**src/rtl/hpss_pkg.sv**
```systemverilog
// ----------------------------------------------------------------------------
// Host power shutdown sequencer package
// Shared types, register map, reset values and output codes.
// ----------------------------------------------------------------------------
package hpss_pkg;

    localparam int ADDR_W = 4;
    localparam int DATA_W = 32;
    localparam int CNT_W  = 16;

    localparam logic [1:0] CFG_IDX_RESPONSE = 2'd0;
    localparam logic [1:0] CFG_IDX_FINAL    = 2'd1;
    localparam logic [1:0] CFG_IDX_DEBOUNCE = 2'd2;

    localparam logic [CNT_W-1:0] RESPONSE_TIMEOUT_RST = 16'd6000;
    localparam logic [CNT_W-1:0] FINAL_WAIT_RST       = 16'd500;
    localparam logic [CNT_W-1:0] DEBOUNCE_TICKS_RST   = 16'd150;
    localparam logic [CNT_W-1:0] CNT_MAX              = 16'hFFFF;

    localparam logic [2:0] LED_OFF   = 3'd0;
    localparam logic [2:0] LED_SOLID = 3'd1;
    localparam logic [2:0] LED_SLOW  = 3'd2;
    localparam logic [2:0] LED_FAST  = 3'd3;
    localparam logic [2:0] LED_VFAST = 3'd4;
    localparam logic [2:0] LED_DIM   = 3'd5;

    localparam logic [2:0] SEQ_BOOT  = 3'd0;
    localparam logic [2:0] SEQ_RUN   = 3'd1;
    localparam logic [2:0] SEQ_SHUT  = 3'd2;
    localparam logic [2:0] SEQ_BACK  = 3'd3;
    localparam logic [2:0] SEQ_FINAL = 3'd4;
    localparam logic [2:0] SEQ_KILL  = 3'd5;

    typedef enum logic [5:0] {
        PH_BOOT  = 6'b000001,
        PH_RUN   = 6'b000010,
        PH_SHUT  = 6'b000100,
        PH_BACK  = 6'b001000,
        PH_FINAL = 6'b010000,
        PH_KILL  = 6'b100000
    } phase_t;

    typedef struct packed {
        logic [CNT_W-1:0] response_timeout;
        logic [CNT_W-1:0] final_wait;
        logic [CNT_W-1:0] debounce_ticks;
    } cfg_t;

    function automatic logic [2:0] phase_code(input phase_t ph);
        logic [2:0] code;
        unique case (ph)
            PH_BOOT:  code = SEQ_BOOT;
            PH_RUN:   code = SEQ_RUN;
            PH_SHUT:  code = SEQ_SHUT;
            PH_BACK:  code = SEQ_BACK;
            PH_FINAL: code = SEQ_FINAL;
            PH_KILL:  code = SEQ_KILL;
            default:  code = SEQ_BOOT;
        endcase
        return code;
    endfunction

    function automatic logic [CNT_W-1:0] sat_inc(input logic [CNT_W-1:0] v);
        return (v == CNT_MAX) ? v : v + 1'b1;
    endfunction

endpackage

```
**src/rtl/hpss_cfg.sv**
```systemverilog
// ----------------------------------------------------------------------------
// Configuration registers
// APB-style register file holding the timeout and debounce limits.
// ----------------------------------------------------------------------------
module hpss_cfg (
    input  logic                        aclk,
    input  logic                        aresetn,
    input  logic                        psel,
    input  logic                        penable,
    input  logic                        pwrite,
    input  logic [hpss_pkg::ADDR_W-1:0] paddr,
    input  logic [hpss_pkg::DATA_W-1:0] pwdata,
    output logic [hpss_pkg::DATA_W-1:0] prdata,
    output logic                        pready,
    output hpss_pkg::cfg_t              cfg
);

    hpss_pkg::cfg_t cfg_reg;
    logic           wr_en;
    logic [1:0]     idx;

    assign pready = 1'b1;
    assign wr_en  = psel && penable && pwrite;
    assign idx    = paddr[3:2];
    assign cfg    = cfg_reg;

    always_ff @(posedge aclk) begin
        if (!aresetn) begin
            cfg_reg.response_timeout <= hpss_pkg::RESPONSE_TIMEOUT_RST;
            cfg_reg.final_wait       <= hpss_pkg::FINAL_WAIT_RST;
            cfg_reg.debounce_ticks   <= hpss_pkg::DEBOUNCE_TICKS_RST;
        end else if (wr_en) begin
            unique case (idx)
                hpss_pkg::CFG_IDX_RESPONSE: cfg_reg.response_timeout <= pwdata[15:0];
                hpss_pkg::CFG_IDX_FINAL:    cfg_reg.final_wait       <= pwdata[15:0];
                hpss_pkg::CFG_IDX_DEBOUNCE: cfg_reg.debounce_ticks   <= pwdata[15:0];
                default: ;
            endcase
        end
    end

    always_comb begin
        unique case (idx)
            hpss_pkg::CFG_IDX_RESPONSE: prdata = {16'd0, cfg_reg.response_timeout};
            hpss_pkg::CFG_IDX_FINAL:    prdata = {16'd0, cfg_reg.final_wait};
            hpss_pkg::CFG_IDX_DEBOUNCE: prdata = {16'd0, cfg_reg.debounce_ticks};
            default:                    prdata = '0;
        endcase
    end

endmodule

```
**src/rtl/hpss_debounce.sv**
```systemverilog
// ----------------------------------------------------------------------------
// Ignition debouncer
// Accepts a new ignition level once the raw level has held long enough.
// ----------------------------------------------------------------------------
module hpss_debounce (
    input  logic                       aclk,
    input  logic                       aresetn,
    input  logic                       tick,
    input  logic                       ignition_raw,
    input  logic [hpss_pkg::CNT_W-1:0] debounce_ticks,
    output logic                       ignition_stable
);

    logic                       stable_reg;
    logic                       stable_next;
    logic                       last_reg;
    logic                       last_next;
    logic [hpss_pkg::CNT_W-1:0] count_reg;
    logic [hpss_pkg::CNT_W-1:0] count_next;
    logic [hpss_pkg::CNT_W-1:0] count_inc;

    assign ignition_stable = stable_reg;
    assign count_inc       = hpss_pkg::sat_inc(count_reg);

    always_comb begin
        stable_next = stable_reg;
        last_next   = last_reg;
        count_next  = count_reg;
        if (ignition_raw != last_reg) begin
            last_next  = ignition_raw;
            count_next = '0;
        end else if (count_inc >= debounce_ticks && ignition_raw != stable_reg) begin
            stable_next = ignition_raw;
            count_next  = '0;
        end else begin
            count_next = count_inc;
        end
    end

    always_ff @(posedge aclk) begin
        if (!aresetn) begin
            stable_reg <= 1'b1;
            last_reg   <= 1'b1;
            count_reg  <= '0;
        end else if (tick) begin
            stable_reg <= stable_next;
            last_reg   <= last_next;
            count_reg  <= count_next;
        end
    end

endmodule

```
**src/rtl/hpss_seq.sv**
```systemverilog
// ----------------------------------------------------------------------------
// Power sequence state machine
// Six-phase power sequence with a saturating phase timer and LED mode.
// ----------------------------------------------------------------------------
module hpss_seq (
    input  logic           aclk,
    input  logic           aresetn,
    input  logic           tick,
    input  logic           host_ready,
    input  logic           ignition_stable,
    input  hpss_pkg::cfg_t cfg,
    output logic           power_enable,
    output logic           shutdown_request,
    output logic [2:0]     led_mode,
    output logic [2:0]     sequence_state
);

    hpss_pkg::phase_t           phase_reg;
    hpss_pkg::phase_t           phase_next;
    logic [hpss_pkg::CNT_W-1:0] elapsed_reg;
    logic [hpss_pkg::CNT_W-1:0] elapsed_next;
    logic [hpss_pkg::CNT_W-1:0] elapsed_inc;
    logic                       power_reg;
    logic                       power_next;
    logic                       shut_reg;
    logic                       shut_next;
    logic [2:0]                 led_reg;
    logic [2:0]                 led_next;
    logic                       resp_to;
    logic                       final_to;

    assign elapsed_inc = hpss_pkg::sat_inc(elapsed_reg);
    assign resp_to     = elapsed_inc > cfg.response_timeout;
    assign final_to    = elapsed_inc > cfg.final_wait;

    always_comb begin
        phase_next = phase_reg;
        power_next = power_reg;
        shut_next  = shut_reg;
        led_next   = hpss_pkg::LED_OFF;
        unique case (phase_reg)
            hpss_pkg::PH_BOOT: begin
                led_next = hpss_pkg::LED_SLOW;
                if (host_ready) begin
                    phase_next = hpss_pkg::PH_RUN;
                end else if (resp_to) begin
                    phase_next = hpss_pkg::PH_FINAL;
                end
            end
            hpss_pkg::PH_RUN: begin
                led_next = hpss_pkg::LED_SOLID;
                if (!ignition_stable) begin
                    shut_next  = 1'b1;
                    phase_next = hpss_pkg::PH_SHUT;
                end else if (!host_ready) begin
                    phase_next = hpss_pkg::PH_BACK;
                end
            end
            hpss_pkg::PH_SHUT: begin
                led_next = hpss_pkg::LED_FAST;
                if (!host_ready || resp_to) begin
                    phase_next = hpss_pkg::PH_FINAL;
                end
            end
            hpss_pkg::PH_BACK: begin
                led_next = hpss_pkg::LED_VFAST;
                if (host_ready) begin
                    phase_next = hpss_pkg::PH_RUN;
                end else if (resp_to) begin
                    phase_next = hpss_pkg::PH_FINAL;
                end
            end
            hpss_pkg::PH_FINAL: begin
                led_next = hpss_pkg::LED_DIM;
                if (final_to) begin
                    phase_next = hpss_pkg::PH_KILL;
                end
            end
            hpss_pkg::PH_KILL: begin
                led_next   = hpss_pkg::LED_OFF;
                power_next = 1'b0;
                if (ignition_stable) begin
                    power_next = 1'b1;
                    shut_next  = 1'b0;
                    phase_next = hpss_pkg::PH_BOOT;
                end
            end
            default: begin
                led_next   = hpss_pkg::LED_OFF;
                phase_next = hpss_pkg::PH_BOOT;
            end
        endcase
        elapsed_next = (phase_next != phase_reg) ? '0 : elapsed_inc;
    end

    always_ff @(posedge aclk) begin
        if (!aresetn) begin
            phase_reg   <= hpss_pkg::PH_BOOT;
            elapsed_reg <= '0;
            power_reg   <= 1'b1;
            shut_reg    <= 1'b0;
            led_reg     <= hpss_pkg::LED_OFF;
        end else if (tick) begin
            phase_reg   <= phase_next;
            elapsed_reg <= elapsed_next;
            power_reg   <= power_next;
            shut_reg    <= shut_next;
            led_reg     <= led_next;
        end
    end

    assign power_enable     = power_reg;
    assign shutdown_request = shut_reg;
    assign led_mode         = led_reg;
    assign sequence_state   = hpss_pkg::phase_code(phase_reg);

endmodule

```
**src/rtl/host_power_shutdown_sequencer.sv**
```systemverilog
// Timing: a result beat is valid in the cycle after its input beat is accepted.
// Throughput: one input beat per cycle; the sequence and debounce registers update
// once per accepted beat; a pending result stalls input until m_ready takes it.
// Reset: synchronous active-low aresetn returns to boot wait with power on,
// ignition assumed on, limits at their defaults and no result pending.
// ----------------------------------------------------------------------------
// Host power shutdown sequencer top level
// Debounces ignition and steps the host power sequence once per tick beat.
// ----------------------------------------------------------------------------
module host_power_shutdown_sequencer (
    input  logic                        aclk,
    input  logic                        aresetn,
    input  logic                        s_valid,
    output logic                        s_ready,
    input  logic                        s_ignition_raw,
    input  logic                        s_host_ready,
    output logic                        m_valid,
    input  logic                        m_ready,
    output logic                        m_power_enable,
    output logic                        m_shutdown_request,
    output logic [2:0]                  m_led_mode,
    output logic [2:0]                  m_sequence_state,
    input  logic                        psel,
    input  logic                        penable,
    input  logic                        pwrite,
    input  logic [hpss_pkg::ADDR_W-1:0] paddr,
    input  logic [hpss_pkg::DATA_W-1:0] pwdata,
    output logic [hpss_pkg::DATA_W-1:0] prdata,
    output logic                        pready
);

    hpss_pkg::cfg_t cfg;
    logic           tick;
    logic           ignition_stable;
    logic           m_valid_reg;

    assign s_ready = !m_valid_reg || m_ready;
    assign tick    = s_valid && s_ready;
    assign m_valid = m_valid_reg;

    always_ff @(posedge aclk) begin
        if (!aresetn) begin
            m_valid_reg <= 1'b0;
        end else if (tick) begin
            m_valid_reg <= 1'b1;
        end else if (m_ready) begin
            m_valid_reg <= 1'b0;
        end
    end

    hpss_cfg u_cfg (
        .aclk    (aclk),
        .aresetn (aresetn),
        .psel    (psel),
        .penable (penable),
        .pwrite  (pwrite),
        .paddr   (paddr),
        .pwdata  (pwdata),
        .prdata  (prdata),
        .pready  (pready),
        .cfg     (cfg)
    );

    hpss_debounce u_debounce (
        .aclk            (aclk),
        .aresetn         (aresetn),
        .tick            (tick),
        .ignition_raw    (s_ignition_raw),
        .debounce_ticks  (cfg.debounce_ticks),
        .ignition_stable (ignition_stable)
    );

    hpss_seq u_seq (
        .aclk             (aclk),
        .aresetn          (aresetn),
        .tick             (tick),
        .host_ready       (s_host_ready),
        .ignition_stable  (ignition_stable),
        .cfg              (cfg),
        .power_enable     (m_power_enable),
        .shutdown_request (m_shutdown_request),
        .led_mode         (m_led_mode),
        .sequence_state   (m_sequence_state)
    );

endmodule

```
**config.mk**
```make
export PLATFORM = sky130hd
export DESIGN_NAME = host_power_shutdown_sequencer
export DESIGN_NICKNAME = d
export VERILOG_FILES = /design/src/rtl/hpss_pkg.sv /design/src/rtl/hpss_cfg.sv /design/src/rtl/hpss_debounce.sv /design/src/rtl/hpss_seq.sv /design/src/rtl/host_power_shutdown_sequencer.sv
export SDC_FILE = /design/constraint.sdc
export NUM_CORES = 1
export LEC_CHECK = 0
export ABC_AREA = 1
export BUFFER_PORTS_ARGS = -buffer_cell sky130_fd_sc_hd__buf_4
export CAP_MARGIN = 0
export CORE_ASPECT_RATIO = 0.6
export CORE_MARGIN = 1.5
export CORE_UTILIZATION = 58
export CTS_BUF_LIST = sky130_fd_sc_hd__clkbuf_16
export CTS_CLUSTER_SIZE = 30
export DETAILED_ROUTE_END_ITERATION = 16
export PLACE_DENSITY = 0.88
export SKIP_LAST_GASP = 1
export SYNTH_ARGS = -nofsm -noshare
export SYNTH_HDL_FRONTEND = slang
export SYNTH_SLANG_ARGS = --single-unit
```
**constraint.sdc**
```tcl
create_clock -name aclk -period 4 [get_ports aclk]
set_input_delay 0.6 -clock aclk [delete_from_list [all_inputs] [get_ports aclk]]
set_output_delay 0.6 -clock aclk [all_outputs]
set_load 0.01 [all_outputs]
```
==> results.sh <==
export IMPL_outcome="completed"
export IMPL_grt_max_degree=60
export IMPL_rsz0062_at_grt="yes"
export IMPL_place_ws_ns=0.156
export IMPL_fin_util_pct=69.6
export IMPL_hp_class="flip-flop to flip-flop"
export IMPL_clkSinkCount=94
export IMPL_num_rows=28
export IMPL_grt_ovfl_total=0
export IMPL_p_per_area_nw_per_um2=319
export IMPL_cts_tree="built"
export IMPL_slowest_delay_ns=0.39
export IMPL_synth_top_cells_by_area="dfxtp_1 (30%), nand2_1 (11%), ha_1 (9.7%), inv_1 (7.3%), a21oi_1 (7.0%)"
export IMPL_skew_ns=0.00927
export IMPL_drt_total_wl_mm=15.7
export IMPL_grt_pass1_wl_mm=25.9
export IMPL_die_h_um=83.0
export IMPL_grt_pass1_vias=5299
export IMPL_grt_usage_pct=28.6
export IMPL_crit_fanout=16
export IMPL_areaGrowthSynthToFinish_pct=13.9
export IMPL_fmax_ghz=0.267
export IMPL_io_pins=88
export IMPL_cts_buffers=9
export IMPL_crit_path_frequent_cell="nand2_1"
export IMPL_nNetsFinal=1013
export IMPL_wire_per_inst_um=14.8
export IMPL_clk_latency_ns=0.35
export IMPL_gp_routability_congestion=0.901
export IMPL_worst_path_max_delay_cell="dfxtp_1"
export IMPL_path_class="flip-flop to flip-flop"
export IMPL_dpl_hpwl_mm=11.5
export IMPL_power_leakage_nw=3.17
export IMPL_antenna_found_initial=0
export IMPL_post_route_min_period_ns=3.75
export IMPL_root_buffer="clkbuf_16"
export IMPL_setup_viol=0
export IMPL_ant_nets=0
export IMPL_synth_area_per_cell_sq_um=7.06
export IMPL_die_width_um=136
export IMPL_place_area_sq_um=6630
export IMPL_initial_core_util_pct=61.1
export IMPL_final_hold_viol_count=0
export IMPL_netlist_area_sq_um=6190
export IMPL_cp_top_family="simple AND/OR/NAND/NOR gates"
export IMPL_synthTopCellsByCount="nand2_1 (175), inv_1 (120), dfxtp_1 (94)"
export IMPL_vias=5980
export IMPL_ys_ff_latch=94
export IMPL_dieArea_sq_um=11300
export IMPL_power_mw=2.25
export IMPL_whs_ns=0.479
export IMPL_htreeDepth=3
export IMPL_viasPerCell=5.64
export IMPL_numPortBuffers=52
export IMPL_core_area_sq_um=10100
export IMPL_maxSlewViolCount=0
export IMPL_fillCellCount=848
export IMPL_critPathLaunchType="flip-flop"
export IMPL_antenna_cells=0
export IMPL_end_kind="flip-flop"
export IMPL_synthDistinctLibCells=44
export IMPL_clock_path_buffers=2
export IMPL_synthCells=876
export IMPL_peakVddDrop_v=0.000224
export IMPL_yosysSeqAreaShare_pct=30.4
export IMPL_fin_ws_ns=0.250
export IMPL_yosys_warnings=0
export IMPL_critical_path_arrival_ns=4.03
export IMPL_slew_headroom_pct=52.2
export IMPL_synth_edf_count=0
export IMPL_path_clk_slew_ns=0.07
export IMPL_dr_pass1_iters=5
export IMPL_fin_crit_sh_pct=93.8
export IMPL_synth_flop_cell="dfxtp_1"
export IMPL_tightest_slew_ns=0.715
export IMPL_largest_register_ffs=48
export IMPL_synth_top_area_cell="dfxtp_1"
export IMPL_drive_gt1_share_pct=15.7
export IMPL_required_ns=4.28
export IMPL_synthArstFlopShare_pct=0
export IMPL_crit_buf_inv=3
export IMPL_cap_viol_max_count=0
export IMPL_synth_most_common_cell="nand2_1"
export IMPL_finalInstanceArea_sq_um=7050
export IMPL_drtIter0Drc=494
export IMPL_drc_errors=0
export IMPL_synthDominantCellAreaShare_pct=30.4
==> area by class of cell <==
class                           count  area [sq um]  share of cell area [%]
Clock buffer                        9           225                    3.20
Clock inverter                      7           106                    1.51
Inverter                          127           477                    6.77
Multi-Input combinational cell    623          3670                    52.1
Sequential cell                    94          1880                    26.7
Tap cell                          135           169                    2.40
Timing Repair Buffer               65           517                    7.33
==> final timing paths <==
kind | startpoint | end | slack (ns) | depth (start not counted)
worst min-delay path | u_cfg.cfg[5] | u_cfg.cfg[5] | 0.48 | 2
worst min register to register | u_cfg.cfg[5] | u_cfg.cfg[5] | 0.48 | 2
worst max-delay path | u_seq.elapsed_reg[1] | u_seq.elapsed_reg[15] | 0.25 | 25
worst max register to register | u_seq.elapsed_reg[1] | u_seq.elapsed_reg[15] | 0.25 | 25
==> cell families (layout without fill, tap and decap cells) <==
family / count (synthesis) / in the layout / synth area share, %
adders and majority gates: 48 / 48 / 9.71
AOI/OAI and AO/OA: 202 / 202 / 19.6
buffers and inverters: 174 / 208 / 12.1
DFF: 94 / 94 / 30.4
and+or+nand+nor: 338 / 338 / 25.5
xor gates and xnor gates: 18 / 18 / 2.55
other: 2 / 17 / 0.121
==> metrics by stage <==
step           cells  TNS [ns]
2_1_floorplan    891         0
6_report        1060         0
4_1_cts         1058         0
3_5_place_dp    1042         0
5_1_grt         1060    -0.386
3_3_place_gp    1042         0
==> placed cells by master, fill, tap and decap left out, types with 4 or more instances in the layout <==
master and n:
a21oi_1 85, a21oi_2 13, buf_4 62, clkbuf_16 9
conb_1 17, dfxtp_1 94, ha_1 47, inv_1 122
inv_2 5, nand2_1 173, nand2_2 14, nand2_4 4
nand3_1 30, nand3_2 12, nand4_1 17, nor2_1 52
nor2_2 6, nor3_1 15, o211ai_1 24, o21ai_0 48
o221ai_1 17, xnor2_1 6, xor2_1 10
==> metal layers <==
layer	track usage, %	routed length [um]	up-vias
met4	6.29	156	0
met3	5.80	1430	20
met5	0	0	-
met1	43.4	7670	2730
met2	41.1	6410	259
li1	-	-	2971
==> worst reg2reg max path, stage by stage (launching register included) <==
cell and delay [ns]:
dfxtp_1 0.39, ha_2 0.22, nand3_1 0.15, nor2_4 0.18, nand2_4 0.06, nand4_1 0.12, nor4_2 0.06, buf_4 0.15
a31o_2 0.19, nand2_1 0.07, inv_1 0.08, ha_1 0.30, nand4_1 0.15, nor2_2 0.20, and3_4 0.23, nand3_2 0.10
nand2_4 0.13, nand4_1 0.10, nand2_1 0.09, nand2_1 0.05, nand2_1 0.07, nand2_2 0.09, nor2_8 0.12, buf_12 0.16
nand3_1 0.09, a21oi_1 0.14
==> power by group <==
| part | internal [mW] | switching [mW] | total (mW) | leakage [nW] |
|---|---|---|---|---|
| logic | 0.112 | 0.194 | 0.306 | 2.24 |
| registers | 0.957 | 0.0142 | 0.971 | 0.762 |
| clock network | 0.603 | 0.368 | 0.971 | 0.173 |
| total | 1.67 | 0.576 | 2.25 | 3.17 |
==> repair_timing <==
| action | in CTS | in global routing |
|---|---|---|
| setup endpoints to repair | 0 | 33 |
| hold buffers | 0 | 0 |
| buffers inserted | 0 | 2 |
| resized for setup | 0 | 16 |
(Power assumes the default switching activity.)
